**src/sv/ip_ban_filter_table_top_assert.svh**
```systemverilog
// ----------------------------------------------------------------------------
// ip ban filter table assertion macros
// concurrent checks used at the end of the top level, empty in synthesis
// ----------------------------------------------------------------------------
`ifndef IP_BAN_FILTER_TABLE_TOP_ASSERT_SVH
`define IP_BAN_FILTER_TABLE_TOP_ASSERT_SVH

`ifndef SYNTH
// same-cycle implication
`define IBF_ASSERT_IMP(label, ck, rn, pre, post) \
    label: assert property (@(posedge ck) disable iff (!rn) (pre) |-> (post)) \
        else $error("ip ban filter table: same-cycle check failed");
// next-cycle implication
`define IBF_ASSERT_NXT(label, ck, rn, pre, post) \
    label: assert property (@(posedge ck) disable iff (!rn) (pre) |=> (post)) \
        else $error("ip ban filter table: next-cycle check failed");
`else
`define IBF_ASSERT_IMP(label, ck, rn, pre, post)
`define IBF_ASSERT_NXT(label, ck, rn, pre, post)
`endif

`endif

```
**src/sv/ibf_pkg.sv**
```systemverilog
// ----------------------------------------------------------------------------
// ibf_pkg
// types, codes and helpers shared by the ip ban filter table modules
// ----------------------------------------------------------------------------
package ibf_pkg;

    // operation codes
    localparam logic [1:0] FUNC_CHECK    = 2'd0;
    localparam logic [1:0] FUNC_ADD      = 2'd1;
    localparam logic [1:0] FUNC_REM_ADDR = 2'd2;
    localparam logic [1:0] FUNC_REM_SLOT = 2'd3;

    // status codes
    localparam logic [1:0] STATUS_DONE      = 2'd0;
    localparam logic [1:0] STATUS_FULL      = 2'd1;
    localparam logic [1:0] STATUS_NOT_FOUND = 2'd2;
    localparam logic [1:0] STATUS_BAD_SLOT  = 2'd3;

    // filter modes, anything above ban list is an allow list
    localparam logic [1:0] MODE_OFF = 2'd0;
    localparam logic [1:0] MODE_BAN = 2'd1;

    // compare word marking a free entry
    localparam logic [31:0] FREE_MARK = 32'hFFFF_FFFF;

    localparam int SLOT_W  = 7;
    localparam int COUNT_W = 7;

    typedef struct packed {
        logic [1:0]        func;
        logic [31:0]       address;
        logic [31:0]       duration_ticks;
        logic [SLOT_W-1:0] slot;
        logic [31:0]       current_time;
    } in_item_t;

    typedef struct packed {
        logic               discard;
        logic [1:0]         status;
        logic               added_new;
        logic [COUNT_W-1:0] entry_count;
    } out_item_t;

    // one table entry, the mask follows from the compare word
    typedef struct packed {
        logic [31:0] compare;
        logic [31:0] end_time;
    } entry_t;

    // compare unit flags
    typedef struct packed {
        logic match;
        logic same;
        logic free;
        logic expired;
    } cmp_res_t;

    // 0xff in every nonzero octet
    function automatic logic [31:0] mask_of(input logic [31:0] a);
        logic [31:0] m;
        m = '0;
        for (int k = 0; k < 4; k++)
        begin
            if (a[8*k +: 8] != 8'd0)
            begin
                m[8*k +: 8] = 8'hFF;
            end
        end
        return m;
    endfunction

endpackage

```
**src/sv/ibf_ram.sv**
```systemverilog
// ----------------------------------------------------------------------------
// ibf_ram
// entry store, one write port and one registered read port
// ----------------------------------------------------------------------------
module ibf_ram
    import ibf_pkg::*;
#(
    parameter int DEPTH = 64,
    localparam int AW = (DEPTH > 1) ? $clog2(DEPTH) : 1
)
(
    input  logic          clk,
    input  logic          wr_en,
    input  logic [AW-1:0] wr_addr,
    input  entry_t        wr_data,
    input  logic [AW-1:0] rd_addr,
    output entry_t        rd_data
);

    entry_t mem [DEPTH];

    // write port
    always_ff @(posedge clk)
    begin
        if (wr_en)
        begin
            mem[wr_addr] <= wr_data;
        end
    end

    // registered read port
    always_ff @(posedge clk)
    begin
        rd_data <= mem[rd_addr];
    end

endmodule

```
**config.mk**
```make
export PLATFORM = sky130hd
export DESIGN_NAME = ibf_ram
export DESIGN_NICKNAME = d
export VERILOG_FILES = /design/src/sv/ip_ban_filter_table_top_assert.svh /design/src/sv/ibf_pkg.sv /design/src/sv/ibf_ram.sv
export SDC_FILE = /design/constraint.sdc
export NUM_CORES = 2
export LEC_CHECK = 0
export ABC_CLOCK_PERIOD_IN_PS = 17400
export BUFFER_PORTS_ARGS = -buffer_cell sky130_fd_sc_hd__clkbuf_2
export CORE_MARGIN = 3
export CORE_UTILIZATION = 38
export CTS_CLUSTER_SIZE = 28
export DETAILED_ROUTE_END_ITERATION = 10
export SYNTH_ARGS = -nofsm -noshare
export SYNTH_HDL_FRONTEND = slang
export SYNTH_SLANG_ARGS = --single-unit
```
**constraint.sdc**
```tcl
create_clock -name clk -period 17.4 [get_ports clk]
set_input_delay 1.74 -clock clk [delete_from_list [all_inputs] [get_ports clk]]
set_output_delay 1.74 -clock clk [all_outputs]
set_load 0.005 [all_outputs]
```
==> metrics.txt <==
leakage ~55 nW; YS warnings 0; Area contributors post-synth edfxtp_1 (79%), mux4_2 (15%), mux2i_1 (0.86%), dfxtp_1 (0.82%), a22oi_1 (0.81%); Synth Area in XOR/XNOR 0%; Slowest cell on crit path buf_4; startpoint types input port; Sink Count 4160; CP peak stage delay about 0.87 ns; Avg WL per Cell 33.8 microns; GPL Wtd Cong 0.766; H-tree lvl count 5; # setup viols final 0; Clk Latency, worst-skew pair just under 1 ns; FILL cells ~34000; failing checks capacitance limit, slew limit; Cell Area, Synth around 160000 sq um; CP Class input port to register; Syn Area/Cell between 20 and 25 sq um; Tcrit/Tclk final 31.5%; setup total negative slack 0 ns; Distinct cells, synth 33; fraction of layout instances using a drive strength above 1 28.4%; initial antenna violation count 33; power consumption between 20 and 25 mW; hold buffers post-CTS 0; antenna-violating nets left 0; starting density of the core between 30% and 40%; area delta synth->final 13.8%; status complete, but fails checks; portion of netlist area occupied by mux cells around 16%; Seq/Total Area, Yosys between 70% and 80%; Final Hold Vio Count 0; crit-path max FO a little under 80; CTS Buf Count between 400 and 500; Peak VDD IR approximately 83 uV; Worst Hold Depth 4; Reg area between 100000 and 150000 sq um; I/O pins 142; Post-Synth Adder-Cell Area 0%; maximum clock insertion buffer count 4; core area roughly 410000 sq um; worst path bufs/invs 4; Synth Instances between 6000 and 7000; Crit path arrival time about 6.3 ns; pins over their slew limit 2; Net Count, Synth roughly 6700; CTS Root Cell clkbuf_16; Worst Path Required approximately 18 ns; CP cell instances buf_12 -> buf_4 -> buf_4 -> buf_4 -> mux4_2 -> mux2i_1 -> o22ai_1 -> a41oi_1 -> a211oi_1; Max-Cap Viols 1; gr ovfl total 0; die height 647 microns; pre-CTS setup slack approximately 11 ns; post-synth top area cell edfxtp_1; CTS resizes 0; hold path endpoint rd_data[18]; Reg-to-Reg End rd_data[52]; row count around 230; reg2reg path depth 5; met2 wire length roughly 210 mm; delay-heaviest family, CP buffers and inverters; clk slew on worst S/H paths about 0.060 ns; PortBufs between 100 and 150; vias per inst slightly below 6; Iter 0 DRT Violations between 9000 and 10000; Residual DRC 0; top-area cell type share of the netlist area about 79%; RSZ-0062 raised after global routing no; DRT Pass-1 Iters 5; Post-Route M1 WL about 170 mm; met3 routed WL around 35 mm; measured slew at the worst slew-check pin about 1.5 ns; first-pass GRT wire length 606 mm; compound-gate portion of the synthesized area ~2.5%; post-CTS setup buffer count 0; vias in the first global route roughly 76000; Final Critical Period about 5.5 ns; Worst path depth 9; routed wire length roughly 430 mm; PnR worst setup slack 11.92 ns; # nets final slightly above 7000; DR vias 74948; FF-to-FF Start mem[54][52]; GRT Total Usage roughly 20%; CTS tree built; R2R Setup Slk roughly 15 ns; Hold/Removal Path Class register to register; main combinational cell family by area after synthesis multiplexers; die width 647 microns; max frequency 182 MHz; HPWL Detailed around 230 mm; top layer in use met5; largest net degree at the start of global routing about 110; die area between 400000 and 500000 sq um; Seq cells post-synth about 4200; Critical Path Sink Type register; clk_skew between 0.04 and 0.05 ns; Pwr Density roughly 120 nW/um^2; cell repeated most along the worst path buf_4; area of the multi-input gates 30800 sq um; Hold Crit Start mem[38][18]; simple-gate area share of the yosys netlist under 10%; worst rel slew slack -0.668%
per-stage QoR:
stage          area (sq um)  utilization, %  hold slack [ns]  cells
4_1_cts              178000            43.6            0.835  12790
3_3_place_gp         164000            40.3            0.827  12017
6_report             178000            43.6            0.826  12804
2_1_floorplan        156000               -            0.788   6598
3_5_place_dp         164000            40.3            0.826  12017
5_1_grt              178000            43.6            0.858  12792
synthesized netlist by cell type:
cell       number
nand2b_1       11
and2_1          3
or3b_2          1
nor2_1        112
buf_2         170
nand3b_1        2
a31oi_1        18
mux2i_1       135
o221ai_1       38
buf_6           6
nand4_1         2
nor3_1          2
and3_1         64
nand4b_1        1
buf_1          20
clkbuf_1      140
a2bb2oi_1      19
a31o_1          1
a22o_1         88
inv_1          19
nor2b_1        28
a22oi_1       168
dfxtp_1        64
or3_1          29
or2_2          28
mux4_2       1024
a211oi_1       63
nand3_1        45
edfxtp_1     4096
o22ai_1        83
nand2_1        58
a41oi_1        26
buf_4          34
cell usage in the layout (no fill, tap or decap), types with 14 or more instances in the layout:
cell        Yosys  routed
nor2_4          0      65
a22oi_1       168     168
buf_4          34     217
diode_2         0      14
inv_1          19      19
a211oi_1       63      63
clkinv_2        0      68
mux4_2       1024    1024
clkbuf_1      140     100
or2_2          28      28
a41oi_1        26      26
clkbuf_8        0      27
nor2b_1        28      24
nand3_1        45      45
nand2_1        58      55
a22o_1         88      88
o221ai_1       38      38
and3_1         64      64
edfxtp_1     4096    4096
dfxtp_1        64      64
clkbuf_16       0     415
mux2i_1       135     135
clkinv_1        0      72
or3_1          29      29
clkbuf_2        0     138
a2bb2oi_1      19      19
o22ai_1        83      83
a31oi_1        18      18
bufinv_16       0      31
nor2_1        112      47
clkinvlp_4      0      18
registers in the layout, summed over array words and instances, names as in the netlist:
name	flops
rd_data	64
mem	4096
worst min-delay path: cells and delay by family (launching register included):
family / cells / cell delay (ns)
muxes: 1 / 0.22
DFF: 1 / 0.31
AOI/OAI and AO/OA: 1 / 0.06
and+or+nand+nor: 2 / 0.22
per-layer routing:
metal,vias up,track usage [%]
met5,-,0
met2,3512,33.3
met3,686,3.59
li1,29356,-
met4,8,6.10
met1,41386,28.3
where the power goes:
group / switching (mW) / internal [mW] / total [mW]
combinational: 0.584 / 0.336 / 0.919
sequential: 0.0535 / 11.1 / 11.2
clock: 3.82 / 5.00 / 8.83
total: 4.46 / 16.4 / 20.9
cells by family (layout without fill, tap and decap cells):
group                  after synthesis  after routing
other                                0             14
flip-flops                        4160           4160
AND/OR/NAND/NOR                    386            386
AO/OA/AOI/OAI                      504            504
buffers and inverters              389           1153
multiplexers                      1159           1159
layout make-up:
class	instances	area share (%)
Multi-Input combinational cell	2049	17.3
Sequential cell	4160	69.9
Antenna cell	14	0.0197
Clock inverter	231	1.33
Timing Repair Buffer	361	1.37
Tap cell	5428	3.82
Clock buffer	542	6.26
Inverter	19	0.0401
worst max path at each step:
stage,from,end
finish,rd_addr[0],rd_data[27]
global route,rd_addr[0],rd_data[19]
CTS,rd_addr[0],rd_data[19]
detailed placement,rd_addr[0],rd_data[19]
global placement,rd_addr[0],rd_data[13]
floorplan,wr_addr[3],mem[48][0]
No activity file was read; power rests on OpenSTA's default activity.
