[config.mk]
export PLATFORM = sky130hd
export DESIGN_NAME = ibf_seq
export DESIGN_NICKNAME = d
export VERILOG_FILES = /design/src/sv/ip_ban_filter_table_top_assert.svh /design/src/sv/ibf_pkg.sv /design/src/sv/ibf_cmp.sv /design/src/sv/ibf_seq.sv
export SDC_FILE = /design/constraint.sdc
export NUM_CORES = 1
export LEC_CHECK = 0
export ABC_CLOCK_PERIOD_IN_PS = 4100
export BUFFER_PORTS_ARGS = -buffer_cell sky130_fd_sc_hd__buf_2
export CAP_MARGIN = 20
export CORE_UTILIZATION = 45
export DETAILED_ROUTE_END_ITERATION = 12
export PLACE_DENSITY = 0.68
export SETUP_SLACK_MARGIN = 0.2
export SLEW_MARGIN = 20
export SYNTH_ARGS = -nofsm -noshare
export SYNTH_HDL_FRONTEND = slang
export SYNTH_SLANG_ARGS = --single-unit
[constraint.sdc]
create_clock -name clk -period 4.1 [get_ports clk]
set_clock_uncertainty 0.2 [all_clocks]
set_input_delay 0.82 -clock clk [delete_from_list [all_inputs] [get_ports clk]]
set_output_delay 0.82 -clock clk [all_outputs]
set_load 0.02 [all_outputs]
[src/sv/ip_ban_filter_table_top_assert.svh]
// ----------------------------------------------------------------------------
// ip ban filter table assertion macros
// concurrent checks used at the end of the top level, empty in synthesis
// ----------------------------------------------------------------------------
`ifndef IP_BAN_FILTER_TABLE_TOP_ASSERT_SVH
`define IP_BAN_FILTER_TABLE_TOP_ASSERT_SVH

`ifndef SYNTH
// same-cycle implication
`define IBF_ASSERT_IMP(label, ck, rn, pre, post) \
    label: assert property (@(posedge ck) disable iff (!rn) (pre) |-> (post)) \
        else $error("ip ban filter table: same-cycle check failed");
// next-cycle implication
`define IBF_ASSERT_NXT(label, ck, rn, pre, post) \
    label: assert property (@(posedge ck) disable iff (!rn) (pre) |=> (post)) \
        else $error("ip ban filter table: next-cycle check failed");
`else
`define IBF_ASSERT_IMP(label, ck, rn, pre, post)
`define IBF_ASSERT_NXT(label, ck, rn, pre, post)
`endif

`endif

[src/sv/ibf_pkg.sv]
// ----------------------------------------------------------------------------
// ibf_pkg
// types, codes and helpers shared by the ip ban filter table modules
// ----------------------------------------------------------------------------
package ibf_pkg;

    // operation codes
    localparam logic [1:0] FUNC_CHECK    = 2'd0;
    localparam logic [1:0] FUNC_ADD      = 2'd1;
    localparam logic [1:0] FUNC_REM_ADDR = 2'd2;
    localparam logic [1:0] FUNC_REM_SLOT = 2'd3;

    // status codes
    localparam logic [1:0] STATUS_DONE      = 2'd0;
    localparam logic [1:0] STATUS_FULL      = 2'd1;
    localparam logic [1:0] STATUS_NOT_FOUND = 2'd2;
    localparam logic [1:0] STATUS_BAD_SLOT  = 2'd3;

    // filter modes, anything above ban list is an allow list
    localparam logic [1:0] MODE_OFF = 2'd0;
    localparam logic [1:0] MODE_BAN = 2'd1;

    // compare word marking a free entry
    localparam logic [31:0] FREE_MARK = 32'hFFFF_FFFF;

    localparam int SLOT_W  = 7;
    localparam int COUNT_W = 7;

    typedef struct packed {
        logic [1:0]        func;
        logic [31:0]       address;
        logic [31:0]       duration_ticks;
        logic [SLOT_W-1:0] slot;
        logic [31:0]       current_time;
    } in_item_t;

    typedef struct packed {
        logic               discard;
        logic [1:0]         status;
        logic               added_new;
        logic [COUNT_W-1:0] entry_count;
    } out_item_t;

    // one table entry, the mask follows from the compare word
    typedef struct packed {
        logic [31:0] compare;
        logic [31:0] end_time;
    } entry_t;

    // compare unit flags
    typedef struct packed {
        logic match;
        logic same;
        logic free;
        logic expired;
    } cmp_res_t;

    // 0xff in every nonzero octet
    function automatic logic [31:0] mask_of(input logic [31:0] a);
        logic [31:0] m;
        m = '0;
        for (int k = 0; k < 4; k++)
        begin
            if (a[8*k +: 8] != 8'd0)
            begin
                m[8*k +: 8] = 8'hFF;
            end
        end
        return m;
    endfunction

endpackage

[src/sv/ibf_cmp.sv]
// ----------------------------------------------------------------------------
// ibf_cmp
// shared compare unit: match, identity, free marker and expiry of one entry
// ----------------------------------------------------------------------------
module ibf_cmp
    import ibf_pkg::*;
(
    input  entry_t      entry,
    input  logic [31:0] key,
    input  logic [31:0] now,
    output cmp_res_t    res
);

    // flags of the entry against the held address and time
    always_comb
    begin
        res.free    = (entry.compare == FREE_MARK);
        res.same    = (entry.compare == key);
        res.match   = ((key & mask_of(entry.compare)) == entry.compare);
        res.expired = !res.free && (entry.end_time != 32'd0) && (entry.end_time <= now);
    end

endmodule

[src/sv/ibf_seq.sv]
// ----------------------------------------------------------------------------
// ibf_seq
// sequencer: walks the entry store one entry a cycle through the compare unit,
// adds, removes and compacts entries, holds the result register
// ----------------------------------------------------------------------------
module ibf_seq
    import ibf_pkg::*;
#(
    parameter int MAX_ENTRIES = 64,
    localparam int IDX_W = (MAX_ENTRIES > 1) ? $clog2(MAX_ENTRIES) : 1
)
(
    input  logic             clk,
    input  logic             rst_n,
    input  logic             req_valid,
    output logic             req_ready,
    input  in_item_t         req,
    output logic             rsp_valid,
    input  logic             rsp_ready,
    output out_item_t        rsp,
    input  logic [1:0]       mode,
    output logic             ram_wr_en,
    output logic [IDX_W-1:0] ram_wr_addr,
    output entry_t           ram_wr_data,
    output logic [IDX_W-1:0] ram_rd_addr,
    input  entry_t           ram_rd_data
);

    localparam int CNT_W = $clog2(MAX_ENTRIES + 1);
    localparam int CW    = (CNT_W > SLOT_W) ? CNT_W : SLOT_W;
    localparam logic [CNT_W-1:0] CNT_MAX = CNT_W'(MAX_ENTRIES);

    typedef enum logic [2:0] {
        S_IDLE,
        S_SCAN_DN,
        S_SCAN_UP,
        S_COMPACT,
        S_DONE
    } state_t;

    state_t           state_reg, state_next;
    logic [1:0]       func_reg, func_next;
    logic [31:0]      addr_reg, addr_next;
    logic [31:0]      now_reg, now_next;
    logic [31:0]      end_reg, end_next;
    logic [CNT_W-1:0] cnt_reg, cnt_next;
    logic [CNT_W-1:0] ptr_reg, ptr_next;
    logic [CNT_W-1:0] w_reg, w_next;
    logic             pv_reg, pv_next;
    logic [IDX_W-1:0] pidx_reg, pidx_next;
    logic             any_exp_reg, any_exp_next;
    logic             drop_exp_reg, drop_exp_next;
    logic             discard_reg, discard_next;
    logic [1:0]       status_reg, status_next;
    logic             added_reg, added_next;
    logic             rsp_valid_reg, rsp_valid_next;
    out_item_t        rsp_reg, rsp_next;

    cmp_res_t         cres;
    logic             ban_list;
    logic [32:0]      end_sum;
    logic [CW-1:0]    cnt_ext;
    logic [CW-1:0]    slot_ext;
    logic [CNT_W-1:0] ptr_m1;

    // shared compare unit on the entry just read
    ibf_cmp u_cmp (
        .entry (ram_rd_data),
        .key   (addr_reg),
        .now   (now_reg),
        .res   (cres)
    );

    assign ban_list  = (mode == MODE_BAN);
    assign end_sum   = {1'b0, req.current_time} + {1'b0, req.duration_ticks};
    assign cnt_ext   = CW'(cnt_reg);
    assign slot_ext  = CW'(req.slot);
    assign ptr_m1    = ptr_reg - CNT_W'(1);
    assign req_ready = (state_reg == S_IDLE);
    assign rsp_valid = rsp_valid_reg;
    assign rsp       = rsp_reg;

    // next state and datapath control
    always_comb
    begin
        logic exp_seen;
        logic stop;
        logic hit;

        state_next     = state_reg;
        func_next      = func_reg;
        addr_next      = addr_reg;
        now_next       = now_reg;
        end_next       = end_reg;
        cnt_next       = cnt_reg;
        ptr_next       = ptr_reg;
        w_next         = w_reg;
        pv_next        = pv_reg;
        pidx_next      = pidx_reg;
        any_exp_next   = any_exp_reg;
        drop_exp_next  = drop_exp_reg;
        discard_next   = discard_reg;
        status_next    = status_reg;
        added_next     = added_reg;
        rsp_valid_next = rsp_valid_reg;
        rsp_next       = rsp_reg;
        ram_wr_en      = 1'b0;
        ram_wr_addr    = w_reg[IDX_W-1:0];
        ram_wr_data    = ram_rd_data;
        ram_rd_addr    = ptr_reg[IDX_W-1:0];
        exp_seen       = 1'b0;
        stop           = 1'b0;
        hit            = 1'b0;

        // result taken downstream
        if (rsp_valid_reg && rsp_ready)
        begin
            rsp_valid_next = 1'b0;
        end

        unique case (state_reg)
            S_IDLE:
            begin
                if (req_valid)
                begin
                    func_next     = req.func;
                    addr_next     = req.address;
                    now_next      = req.current_time;
                    if (req.duration_ticks == 32'd0)
                    begin
                        end_next = 32'd0;
                    end
                    else if (end_sum[32])
                    begin
                        end_next = 32'hFFFF_FFFF;
                    end
                    else
                    begin
                        end_next = end_sum[31:0];
                    end
                    discard_next  = 1'b0;
                    status_next   = STATUS_DONE;
                    added_next    = 1'b0;
                    pv_next       = 1'b0;
                    any_exp_next  = 1'b0;
                    drop_exp_next = 1'b0;
                    ptr_next      = '0;
                    unique case (req.func)
                        FUNC_CHECK:
                        begin
                            if (mode == MODE_OFF)
                            begin
                                state_next = S_DONE;
                            end
                            else if (cnt_reg == '0)
                            begin
                                discard_next = !ban_list;
                                state_next   = S_DONE;
                            end
                            else
                            begin
                                ptr_next   = cnt_reg;
                                state_next = S_SCAN_DN;
                            end
                        end
                        FUNC_ADD, FUNC_REM_ADDR:
                        begin
                            state_next = S_SCAN_UP;
                        end
                        default:
                        begin
                            // remove by slot, one-based
                            if (slot_ext == '0 || slot_ext > cnt_ext)
                            begin
                                status_next = STATUS_BAD_SLOT;
                                state_next  = S_DONE;
                            end
                            else
                            begin
                                w_next     = CNT_W'(slot_ext - CW'(1));
                                ptr_next   = CNT_W'(slot_ext);
                                state_next = S_COMPACT;
                            end
                        end
                    endcase
                end
            end

            S_SCAN_DN:
            begin
                // issue the next lower entry
                if (ptr_reg != '0)
                begin
                    ram_rd_addr = ptr_m1[IDX_W-1:0];
                    ptr_next    = ptr_m1;
                    pv_next     = 1'b1;
                    pidx_next   = ptr_m1[IDX_W-1:0];
                end
                else
                begin
                    pv_next = 1'b0;
                end
                // judge the entry read last cycle
                if (pv_reg)
                begin
                    exp_seen = any_exp_reg | cres.expired;
                    if (!cres.expired && cres.match)
                    begin
                        stop         = 1'b1;
                        discard_next = ban_list;
                    end
                    else if (pidx_reg == '0)
                    begin
                        stop         = 1'b1;
                        discard_next = !ban_list;
                    end
                    if (stop)
                    begin
                        pv_next = 1'b0;
                        if (exp_seen)
                        begin
                            // squeeze out expired entries from the stopping point up
                            w_next        = CNT_W'(pidx_reg);
                            ptr_next      = CNT_W'(pidx_reg);
                            drop_exp_next = 1'b1;
                            state_next    = S_COMPACT;
                        end
                        else
                        begin
                            state_next = S_DONE;
                        end
                    end
                    else
                    begin
                        any_exp_next = exp_seen;
                    end
                end
            end

            S_SCAN_UP:
            begin
                // issue the next higher entry
                if (ptr_reg < cnt_reg)
                begin
                    ram_rd_addr = ptr_reg[IDX_W-1:0];
                    ptr_next    = ptr_reg + CNT_W'(1);
                    pv_next     = 1'b1;
                    pidx_next   = ptr_reg[IDX_W-1:0];
                end
                else
                begin
                    pv_next = 1'b0;
                end
                if (pv_reg)
                begin
                    if (func_reg == FUNC_ADD)
                    begin
                        hit = cres.free | cres.same;
                    end
                    else
                    begin
                        hit = cres.same;
                    end
                end
                if (hit)
                begin
                    pv_next = 1'b0;
                    if (func_reg == FUNC_ADD)
                    begin
                        // reuse a free or identical entry
                        ram_wr_en   = 1'b1;
                        ram_wr_addr = pidx_reg;
                        ram_wr_data = '{compare: addr_reg, end_time: end_reg};
                        state_next  = S_DONE;
                    end
                    else
                    begin
                        // close the gap above the removed entry
                        w_next     = CNT_W'(pidx_reg);
                        ptr_next   = CNT_W'(pidx_reg) + CNT_W'(1);
                        state_next = S_COMPACT;
                    end
                end
                else if (ptr_reg == cnt_reg)
                begin
                    pv_next    = 1'b0;
                    state_next = S_DONE;
                    if (func_reg == FUNC_ADD)
                    begin
                        if (cnt_reg >= CNT_MAX)
                        begin
                            status_next = STATUS_FULL;
                        end
                        else
                        begin
                            ram_wr_en   = 1'b1;
                            ram_wr_addr = cnt_reg[IDX_W-1:0];
                            ram_wr_data = '{compare: addr_reg, end_time: end_reg};
                            cnt_next    = cnt_reg + CNT_W'(1);
                            added_next  = 1'b1;
                        end
                    end
                    else
                    begin
                        status_next = STATUS_NOT_FOUND;
                    end
                end
            end

            S_COMPACT:
            begin
                // read upward, write back every kept entry at the write pointer
                if (ptr_reg < cnt_reg)
                begin
                    ram_rd_addr = ptr_reg[IDX_W-1:0];
                    ptr_next    = ptr_reg + CNT_W'(1);
                    pv_next     = 1'b1;
                end
                else
                begin
                    pv_next = 1'b0;
                end
                if (pv_reg)
                begin
                    if (!(drop_exp_reg && cres.expired))
                    begin
                        ram_wr_en = 1'b1;
                        w_next    = w_reg + CNT_W'(1);
                    end
                end
                else if (ptr_reg == cnt_reg)
                begin
                    cnt_next   = w_reg;
                    state_next = S_DONE;
                end
            end

            S_DONE:
            begin
                // hand over once the result register is free
                if (!rsp_valid_reg || rsp_ready)
                begin
                    rsp_next.discard     = discard_reg;
                    rsp_next.status      = status_reg;
                    rsp_next.added_new   = added_reg;
                    rsp_next.entry_count = cnt_ext[COUNT_W-1:0];
                    rsp_valid_next       = 1'b1;
                    state_next           = S_IDLE;
                end
            end

            default:
            begin
                state_next = S_IDLE;
            end
        endcase
    end

    // state and registered outputs
    always_ff @(posedge clk or negedge rst_n)
    begin
        if (!rst_n)
        begin
            state_reg     <= S_IDLE;
            func_reg      <= FUNC_CHECK;
            addr_reg      <= '0;
            now_reg       <= '0;
            end_reg       <= '0;
            cnt_reg       <= '0;
            ptr_reg       <= '0;
            w_reg         <= '0;
            pv_reg        <= 1'b0;
            pidx_reg      <= '0;
            any_exp_reg   <= 1'b0;
            drop_exp_reg  <= 1'b0;
            discard_reg   <= 1'b0;
            status_reg    <= STATUS_DONE;
            added_reg     <= 1'b0;
            rsp_valid_reg <= 1'b0;
            rsp_reg       <= '0;
        end
        else
        begin
            state_reg     <= state_next;
            func_reg      <= func_next;
            addr_reg      <= addr_next;
            now_reg       <= now_next;
            end_reg       <= end_next;
            cnt_reg       <= cnt_next;
            ptr_reg       <= ptr_next;
            w_reg         <= w_next;
            pv_reg        <= pv_next;
            pidx_reg      <= pidx_next;
            any_exp_reg   <= any_exp_next;
            drop_exp_reg  <= drop_exp_next;
            discard_reg   <= discard_next;
            status_reg    <= status_next;
            added_reg     <= added_next;
            rsp_valid_reg <= rsp_valid_next;
            rsp_reg       <= rsp_next;
        end
    end

endmodule

==> results of run 1 <==
==> worst max-delay path: stages <==
cell and delay [ns]:
buf_6 0.09, nor2b_4 0.12, a2111oi_4 0.35, buf_4 0.17, nand4_1 0.13, nor4_2 0.19, buf_4 0.16, o21a_1 0.15
mux2i_2 0.28, nor2_4 0.07, buf_12 0.17, buf_16 0.17, mux2_1 0.32, buf_2 0.16
==> cell usage in the layout (no fill, tap or decap), types with 20 or more instances in the layout <==
cell	synthesis	routed
xor2_1	22	22
a21o_1	58	58
a21oi_1	84	84
nand3_1	20	20
o21ai_0	114	109
nor2_1	68	65
nand2_1	179	177
ha_1	89	89
dfrtp_1	147	147
nor2b_1	37	25
inv_1	83	83
buf_4	0	119
buf_6	1	41
nand4_1	29	29
nand2b_1	37	37
mux2_1	66	37
mux2_4	0	26
buf_2	13	220
xnor2_1	29	29
nor4_1	25	25
==> Yosys cell counts (4+ instances only) <==
master,n,share of area (%)
o22a_1,6,0.44
o2111a_1,9,0.85
ha_1,89,9.4
xnor2_1,29,2.1
o21ai_1,5,0.21
clkbuf_1,52,1.6
o21a_1,15,0.95
o31ai_1,6,0.38
nor4_1,25,1.3
o22ai_1,8,0.42
nor3b_1,4,0.25
buf_2,13,0.55
or2_2,5,0.26
nor3_1,13,0.55
nand3_1,20,0.84
a22oi_1,11,0.69
inv_1,83,2.6
or3_1,4,0.21
o221ai_1,9,0.66
nand2_1,179,5.7
o2bb2ai_1,4,0.29
mux2_1,66,6.3
a2111oi_0,5,0.37
o211ai_1,7,0.44
a211oi_1,4,0.25
o21ai_0,114,4.8
a21oi_1,84,3.5
a21o_1,58,3.7
mux2i_1,9,0.76
a31oi_1,12,0.63
a221oi_1,8,0.59
dfrtp_1,147,31
or4_1,9,0.57
xor2_1,22,1.6
and3_1,13,0.68
nor2b_1,37,1.9
mux2_2,6,0.57
nor2_1,68,2.1
nand4_1,29,1.5
a2111oi_1,4,0.34
nand2b_1,37,1.9
==> cell type report <==
type	instances	area, um2	area share (%)
Multi-Input combinational cell	1103	7980	50.7
Tap cell	335	419	2.66
Timing Repair Buffer	392	2730	17.3
Clock inverter	13	174	1.10
Inverter	85	319	2.03
Sequential cell	147	3680	23.4
Clock buffer	19	443	2.81
Antenna cell	4	10.0	0.0635
==> where the power goes <==
group	switching, mW	total [mW]	leakage (nW)	internal [mW]
Clock	0.703	1.69	0.297	0.989
Sequential	0.642	2.76	1.82	2.12
Combinational	2.77	4.79	5.46	2.03
==> layer usage <==
metal  vias to the layer above  global-route usage (%)  part of all wire (%)
li1                       5789                       -                     -
met1                      5918                    39.3                    42
met2                       548                    51.6                    47
met3                       100                    6.53                   8.0
met4                         6                    11.5                   3.8
met5                         -                       0                 0.080
==> metrics by stage <==
stage / utilization [%] / cell area (um2) / power (mW)
after floorplan: - / 11900 / 5.64
after global placement: 55.1 / 14300 / 7.17
after detailed placement: 55.1 / 14300 / 7.25
after CTS: 59.4 / 15400 / 9.13
after global routing: 60.6 / 15700 / 9.88
final: 60.6 / 15800 / 9.25
==> repair_timing <==
item / in CTS / in global routing
pin swaps: 12 / 4
hold buffers: 0 / 0
gates resized for setup: 104 / 69
gates cloned: 2 / 2
setup endpoints to repair: 71 / 71
buffers inserted: 3 / 3
==> worst paths after layout <==
kind	from	cells past startpoint	to
worst min-delay path	rst_n	1	addr_reg[22]
worst max register to register	now_reg[10]	13	ptr_reg[3]
min in group clk	end_reg[15]	1	end_reg[15]
max in group asynchronous	rst_n	2	ptr_reg[5]
worst min register to register	end_reg[15]	1	end_reg[15]
worst max-delay path	ram_rd_data[52]	14	ram_wr_data[23]
==> kinds of logic after synthesis <==
group | synth area share, %
and+or+nand+nor | 20.0
AOI/OAI and AO/OA | 23.2
muxes | 7.58
xor gates and xnor gates | 3.76
buffers and inverters | 5.00
adders and majority gates | 9.54
DFF | 30.9
==> run_results.csv, run 1 <==
group,metric,value,unit
clock_network,cts_tree,"yes",
placed_design,io_buffers,264,
clock_network,clock_latency,0.43,ns
timing,min_period,4.40,ns
global_routing,grt_pass1_wl,64200,um
yosys,synth_edf_count,0,
finish,nets,2011,
yosys,ys_async_sr_fraction,100,%
critical_path,worstPathRequired,3.08,ns
run,maxCapViolations,0,
clock_network,clk_transition_reported_paths,0.07,ns
global_routing,grt-ovfl-total,0,
run_status,status,"complete, but fails checks",
finish,syn_to_final_growth,32.5,%
placed_design,hpwl,31800,um
clock_network,htree_num_levels,4,
placed_design,dp_cells,2052,
clock_network,cts.sinks,147,
timing,finalSetupViolations,70,
drt,vias_per_cell,5.89,
drt,drtIter0Drc,1046,
global_routing,antenna_found_initial,5,
critical_path,rrSetupSlack,0.53,ns
timing,hold_slack,0.196,ns
timing,max_clock_freq,0.227,GHz
floorplan,die_area,27100,um2
power,ir_drop,0.000357,V
floorplan,fp.dieW,165,um
critical_path,startpoint_type,"input port",
yosys,avgSynthCellArea,8.48,um2
drt,drtAntennaViolNets,0,
yosys,synth-seq-cells,147,
finish,layout.cells.non_filler,2098,
drt,wl,42600,um
yosys,yosysSeqAreaShare,30.9,%
yosys,syn-num-nets,1667,
floorplan,core,26000,um2
timing,tightest_slew,0.889,ns
timing,setup_ws,-0.298,ns
global_routing,grt_pass1_vias,11928,
placed_design,gp_congestion,0.975,
floorplan,initial_core_util,45.7,%
critical_path,crit_type,"in -> out",
global_routing,grt_max_degree,70,
timing,tns,-17.60,ns
run_status,violations,"negative setup slack",
floorplan,fp-row-count,59,
timing,rsz0062_at_grt,"true",
drt,drcViolationCount,0,
placed_design,pre_cts_ws,-0.449,ns
drt,routedWlPerCell,20.3,um
yosys,ys_warn_count,0,
yosys,synthesis.area,11900,um2
yosys,synth.distinct_cells,90,
floorplan,io_pins,265,
critical_path,worst_ep_arrival_time,3.38,ns
yosys,syn_inst,1402,
timing,slew_violations,0,
finish,fill_cells,2308,
drt,drt_pass1_iterations,5,
critical_path,worstPathMaxFanout,9,
timing,final-hold-violation-count,0,
yosys,synthFlopType,"dfrtp_1",
timing,min_period_over_period,107,%
global_routing,grtUsageTotal,31.0,%
floorplan,die_height,165,um
power,power_density,587,nW/um2
hold_path,min_path_type,"in -> async",
drt,vias,12361,
clock_network,cts_buffers,17,
critical_path,endpoint_kind,"primary output",
clock_network,root_buffer,"clkbuf_16",
clock_network,cts.path.max_buffers,2,
finish,drive_gt1_share,29.7,%
timing,slew_headroom,40.7,%
power,leakage,7.57,nW
Power figures use the tool's default switching activity.
==> run 2, diff against run 1 <==
--- a/config.mk
+++ b/config.mk
@@ -10,7 +10,7 @@
 export CAP_MARGIN = 20
 export CORE_UTILIZATION = 45
 export DETAILED_ROUTE_END_ITERATION = 12
-export PLACE_DENSITY = 0.68
+export PLACE_DENSITY = 0.79
 export SETUP_SLACK_MARGIN = 0.2
 export SLEW_MARGIN = 20
 export SYNTH_ARGS = -nofsm -noshare
==> run 2 against run 1 <==
Worst setup slack worse by 0.15 ns. Critical path type unchanged. Clock power is 8% lower. The flow still finishes with violations (negative setup slack). Hold slack better by 0.043 ns. Critical path depth stayed put. Routed wire length is 6.3% higher. Largest power group unchanged.
==> run_results.csv, run 2 (synthesis results as in run 1) <==
group,metric,value,unit
critical_path,crit_type,"in -> out",
hold_path,min_path_type,"in -> async",
clock_network,cts_tree,"yes",
finish,layout_commonest_cell,"buf_2",
critical_path,worstPathRequired,3.08,ns
placed_design,gp_congestion,1.01,
floorplan,die_height,165,um
critical_path,rrSetupSlack,0.21,ns
clock_network,cts.path.max_buffers,2,
critical_path,startpoint_type,"input port",
floorplan,initial_core_util,45.7,%
global_routing,grt-ovfl-total,0,
clock_network,cts_hold_buf,0,
timing,slew_violations,0,
drt,routedWlPerCell,21.4,um
critical_path,endpoint_kind,"primary output",
global_routing,antenna_found_initial,5,
global_routing,grtUsageTotal,32.6,%
critical_path,reg2reg_depth,20,
drt,drtAntennaViolNets,0,
timing,rsz0062_at_grt,"true",
clock_network,clock_latency,0.45,ns
timing,finalSetupViolations,71,
drt,drcViolationCount,0,
drt,drtIter0Drc,1152,
finish,nets,2028,
timing,final-hold-violation-count,0,
run_status,status,"complete, but fails checks",
power,power,9.39,mW
timing,tightest_slew,1.01,ns
floorplan,fp.dieW,165,um
run,maxCapViolations,0,
global_routing,grt_pass1_wl,67700,um
timing,slew_headroom,32.4,%
placed_design,pre_cts_ws,-0.386,ns
drt,vias_per_cell,6.12,
critical_path,rr_startpoint,"addr_reg[15]",
drt,vias,12952,
finish,syn_to_final_growth,37.8,%
run_status,violations,"negative setup slack",
power,leakage,7.87,nW
global_routing,grt_pass1_vias,12474,
global_routing,grt_max_degree,86,
finish,fin_util,63.0,%
drt,drt_pass1_iterations,5,
placed_design,hpwl,32200,um
floorplan,io_pins,265,
clock_network,root_buffer,"clkbuf_16",
timing,max_clock_freq,0.220,GHz
clock_network,htree_num_levels,4,
floorplan,fp-row-count,59,
clock_network,cts.sinks,147,
timing,setup_ws,-0.452,ns
critical_path,reg2reg_to,"w_reg[0]",
floorplan,core,26000,um2
clock_network,cts_buffers,17,
finish,drive_gt1_share,32.9,%
power,power_density,573,nW/um2
timing,min_period_over_period,111,%
floorplan,die_area,27100,um2
critical_path,worst_ep_arrival_time,3.53,ns
clock_network,clk_transition_reported_paths,0.07,ns
critical_path,worstPathMaxFanout,7,
timing,min_period,4.55,ns
power,ir_drop,0.000382,V
drt,wl,45200,um
finish,final_cell_mix,"buf_2 (193), nand2_1 (176), dfrtp_1 (147)",
placed_design,io_buffers,264,
## run 2: metal layers
layer | wire [um] | global-route usage [%]
met1 | 17400 | 40.2
met2 | 21800 | 55.1
met3 | 3820 | 5.78
met4 | 2220 | 15.4
met5 | 17 | 0
## run 2: critical path: stages
cell and delay [ns]:
buf_6 0.10, nor2b_4 0.13, a2111oi_4 0.34, buf_4 0.17
nand4_1 0.15, nor4_2 0.35, buf_4 0.19, o21a_4 0.14
mux2i_4 0.07, nor2_4 0.22, buf_12 0.20, buf_6 0.15
mux2_1 0.32, buf_2 0.16
## run 2: repair_timing
action / in CTS / in global routing
pin swaps: 9 / 22
endpoints found under the hold margin: 0 / 0
setup endpoints to repair: 71 / 91
buffers inserted: 10 / 11
gates resized for setup: 178 / 125
cloned: 5 / 3
## run 2: power breakdown
part / switching, mW / total [mW] / internal, mW
sequential: 0.651 / 2.77 / 2.12
combinational: 2.93 / 5.06 / 2.12
clock: 0.755 / 1.56 / 0.806
## run 2: area by class of cell
cell class                 instances  area (um2)
clock buffer                      17         425
clock inverter                    15         138
inverter                          85         319
fill                            2195        9610
timing repair buffer             409        3160
multi-input combinational       1103        8230
sequential                       147        3680
antenna                            4        10.0
tap                              335         419
## run 2: how the worst max path moves through the flow
stage                    startpoint              end  slack [ns]  depth (start not counted)
global placement    ram_rd_data[42]  ram_wr_data[63]       -0.38                         13
global route        ram_rd_data[38]  ram_wr_data[22]       -0.51                         13
CTS                 ram_rd_data[49]  ram_wr_data[16]       -0.27                         13
finish              ram_rd_data[42]  ram_wr_data[22]       -0.45                         14
detailed placement  ram_rd_data[42]   ram_wr_data[2]       -0.39                         13
floorplan           ram_rd_data[35]  ram_wr_data[10]        0.12                          9
## run 2: metrics by stage
| step | hold WS, ns | area, um2 | std cells | setup TNS (ns) |
|---|---|---|---|---|
| 2_1_floorplan | 0.239 | 11900 | 1402 | 0 |
| 3_3_place_gp | 0.257 | 14300 | 2050 | -24.01 |
| 3_5_place_dp | 0.262 | 14300 | 2050 | -22.95 |
| 4_1_cts | 0.276 | 15700 | 2097 | -13.49 |
| 5_1_grt | 0.304 | 16400 | 2115 | -30.94 |
| 6_report | 0.238 | 16400 | 2115 | -27.41 |
==> run 3, diff against run 2 <==
--- a/config.mk
+++ b/config.mk
@@ -5,12 +5,13 @@
 export SDC_FILE = /design/constraint.sdc
 export NUM_CORES = 1
 export LEC_CHECK = 0
-export ABC_CLOCK_PERIOD_IN_PS = 4100
+export ABC_AREA = 1
+export ABC_CLOCK_PERIOD_IN_PS = 4300
 export BUFFER_PORTS_ARGS = -buffer_cell sky130_fd_sc_hd__buf_2
 export CAP_MARGIN = 20
 export CORE_UTILIZATION = 45
 export DETAILED_ROUTE_END_ITERATION = 12
-export PLACE_DENSITY = 0.79
+export PLACE_DENSITY = 0.78
 export SETUP_SLACK_MARGIN = 0.2
 export SLEW_MARGIN = 20
 export SYNTH_ARGS = -nofsm -noshare
==> constraint.sdc (replaced) <==
create_clock -name clk -period 4.3 [get_ports clk]
set_clock_uncertainty 0.2 [all_clocks]
set_input_delay 0.86 -clock clk [delete_from_list [all_inputs] [get_ports clk]]
set_output_delay 0.86 -clock clk [all_outputs]
set_load 0.02 [all_outputs]
==> run 3 against run 2 <==
The flow now finishes without violations. Flip-flop and latch count is the same. Critical path depth shrank 2. Synthesized cell count grew 51%. Count of clock-buffer cells in the layout grew 1. Combinational power grew 24%. Worst setup slack gained 0.74 ns. Non-clock buffer count shrank 90. Routed wire length grew 12%. Utilization shrank 8.1 points. Via count grew 25%. Critical endpoint is now ram_wr_data[19]. Highest routed layer unchanged.
==> run_results.csv, run 3 <==
group,metric,value,unit
run_status,status,"completed",
floorplan,core,29900,um2
timing,tns,0,ns
critical_path,reg2reg_to,"w_reg[1]",
critical_path,endpoint_kind,"primary output",
timing,rsz0062_at_grt,"true",
clock_network,clock_latency,0.44,ns
timing,finalSetupViolations,0,
drt,vias,16232,
critical_path,worst_ep_arrival_time,2.96,ns
critical_path,worstPathRequired,3.24,ns
timing,max_clock_freq,0.249,GHz
timing,min_period_over_period,93.4,%
placed_design,placed_cell_area,15600,um2
yosys,synthFlopType,"dfrtp_1",
critical_path,rrSetupSlack,0.90,ns
placed_design,hpwl,38400,um
yosys,yosysSeqAreaShare,26.7,%
yosys,synthesis.area,13800,um2
timing,tightest_slew,0.953,ns
global_routing,antenna_found_initial,2,
yosys,avgSynthCellArea,6.52,um2
power,power_density,627,nW/um2
critical_path,crit_end,"ram_wr_data[19]",
yosys,syn_inst,2112,
critical_path,rr_startpoint,"cnt_ext[2]",
critical_path,cp-startpoint,"cnt_ext[6]",
critical_path,worstPathMaxFanout,25,
drt,vias_per_cell,5.87,
global_routing,grt_pass1_wl,78800,um
yosys,ys_async_sr_fraction,100,%
yosys,synthTopCellsByCount,"nand2_1 (591), inv_1 (274), o21ai_0 (273), dfrtp_1 (147), nor2_1 (126)",
floorplan,die_area,31300,um2
floorplan,fp.dieW,177,um
global_routing,grt-ovfl-total,0,
power,power,10.3,mW
clock_network,cts_tree,"yes",
drt,drtIter0Drc,1507,
drt,wl,50800,um
finish,final_cell_area,16400,um2
yosys,ys_warn_count,0,
finish,layout_commonest_cell,"nand2_1",
drt,routedWlPerCell,18.4,um
yosys,syn-num-nets,2377,
floorplan,die_height,177,um
finish,drive_gt1_share,16.9,%
finish,final_cell_mix,"nand2_1 (591), inv_1 (273), o21ai_0 (273)",
placed_design,gp_congestion,0.983,
global_routing,grtUsageTotal,32.1,%
floorplan,initial_core_util,46.1,%
finish,syn_to_final_growth,19.3,%
yosys,yosys.area.top_type,"dfrtp_1",
drt,drtAntennaViolNets,0,
floorplan,io_pins,265,
floorplan,fp-row-count,63,
clock_network,htree_num_levels,4,
clock_network,root_buffer,"clkbuf_16",
finish,nets,2625,
timing,slew_violations,0,
finish,fill_cells,2943,
global_routing,grt_pass1_vias,15014,
global_routing,grt_max_degree,106,
yosys,yosysMostFrequentCell,"nand2_1",
clock_network,cts.sinks,147,
run,maxCapViolations,0,
finish,fin_util,55.0,%
yosys,synth-seq-cells,147,
hold_path,min_path_type,"in -> async",
timing,final-hold-violation-count,0,
critical_path,reg2reg_depth,17,
yosys,synth_edf_count,0,
power,ir_drop,0.000485,V
critical_path,crit_type,"reg -> out",
critical_path,startpoint_type,"flip-flop",
yosys,synth_top_area_share,26.7,%
power,leakage,8.18,nW
clock_network,cts_buffers,17,
placed_design,io_buffers,264,
drt,drt_pass1_iterations,6,
drt,drcViolationCount,0,
clock_network,clk_transition_reported_paths,0.07,ns
timing,min_period,4.02,ns
yosys,synth.distinct_cells,53,
timing,slew_headroom,36.5,%
yosys,synthTopCellsByArea,"dfrtp_1 (27%), nand2_1 (16%), o21ai_0 (9.9%), ha_1 (8.1%), inv_1 (7.5%)",
clock_network,cts.path.max_buffers,2,
run 3: cell types whose count changed in the layout (fill, tap and decap cells not counted), sizes merged, moves of 49 or more:
cell	previous run	this run
buf	407	315
inv	94	286
nor2	69	130
o21ai	121	287
o211ai	7	58
a21o	59	10
nand2	179	599
mux2	72	1
o221ai	9	71
run 3: critical path, stage by stage, from the launching register on:
cell and delay [ns]:
dfrtp_2 0.42, inv_1 0.09, ha_1 0.30, nand2_1 0.08, nor2_1 0.15, nand4_1 0.11, buf_4 0.17, nor3_4 0.23
buf_12 0.19, buf_12 0.17, o21ai_0 0.10, o221ai_1 0.26, buf_2 0.22
run 3: power by group:
group          leakage [nW]  switching, mW  total (mW)  internal [mW]
logic                  6.12           4.24        6.29           2.04
registers              1.79          0.498        2.57           2.07
clock network         0.260          0.672        1.44          0.769
total                  8.18           5.41        10.3           4.88
run 3: per-stage QoR:
stage                     instances  hold WS [ns]  setup WS, ns
final                          2764         0.254         0.284
after CTS                      2754         0.286         0.183
after detailed placement       2720         0.268         0.168
after global placement         2720         0.262         0.259
after global routing           2763         0.316         0.191
after floorplan                2112         0.253         0.836
run 3: routing by layer:
metal	routed length, um	vias up	GRT usage (%)
met5	16	-	0
met4	1800	2	12.9
met3	4480	140	4.73
met2	23000	857	51.5
met1	21500	7546	43.2
li1	-	7687	-
run 3: worst min-delay path by stage:
stage / start / end
floorplan: now_reg[0] / now_reg[0]
CTS: rst_n / addr_reg[13]
finish: rst_n / addr_reg[16]
global placement: rsp[6] / rsp[6]
detailed placement: rsp[3] / rsp[3]
global route: rst_n / addr_reg[15]
run 3: layout make-up:
| class | instances | area, um2 | area share (%) |
|---|---|---|---|
| multi-input combinational | 1592 | 8700 | 53.0 |
| sequential | 147 | 3680 | 22.4 |
| timing repair buffer | 319 | 1930 | 11.7 |
| inverter | 283 | 1070 | 6.51 |
| tap | 390 | 488 | 2.97 |
| clock buffer | 18 | 439 | 2.67 |
| clock inverter | 14 | 118 | 0.716 |
| antenna | 1 | 2.50 | 0.0152 |
run 3: kinds of logic (layout without fill, tap and decap cells):
group / Yosys count / in the layout / share of synthesized area, %
adder cells (fa/ha/maj): 90 / 90 / 8.24
multiplexers: 1 / 1 / 0.0818
buffers and inverters: 373 / 634 / 10.5
flip-flops: 147 / 147 / 26.7
AO/OA/AOI/OAI: 563 / 563 / 24.6
AND/OR/NAND/NOR: 906 / 906 / 27.7
other: 0 / 1 / 0
XOR/XNOR: 32 / 32 / 2.04
run 3: timing repair:
| item | CTS | global route |
|---|---|---|
| pin swaps | 2 | 5 |
| setup buffers | 2 | 6 |
| endpoints found under the setup margin | 35 | 67 |
| hold buffers | 0 | 0 |
| cloned | 0 | 3 |
| resized for setup | 2 | 18 |
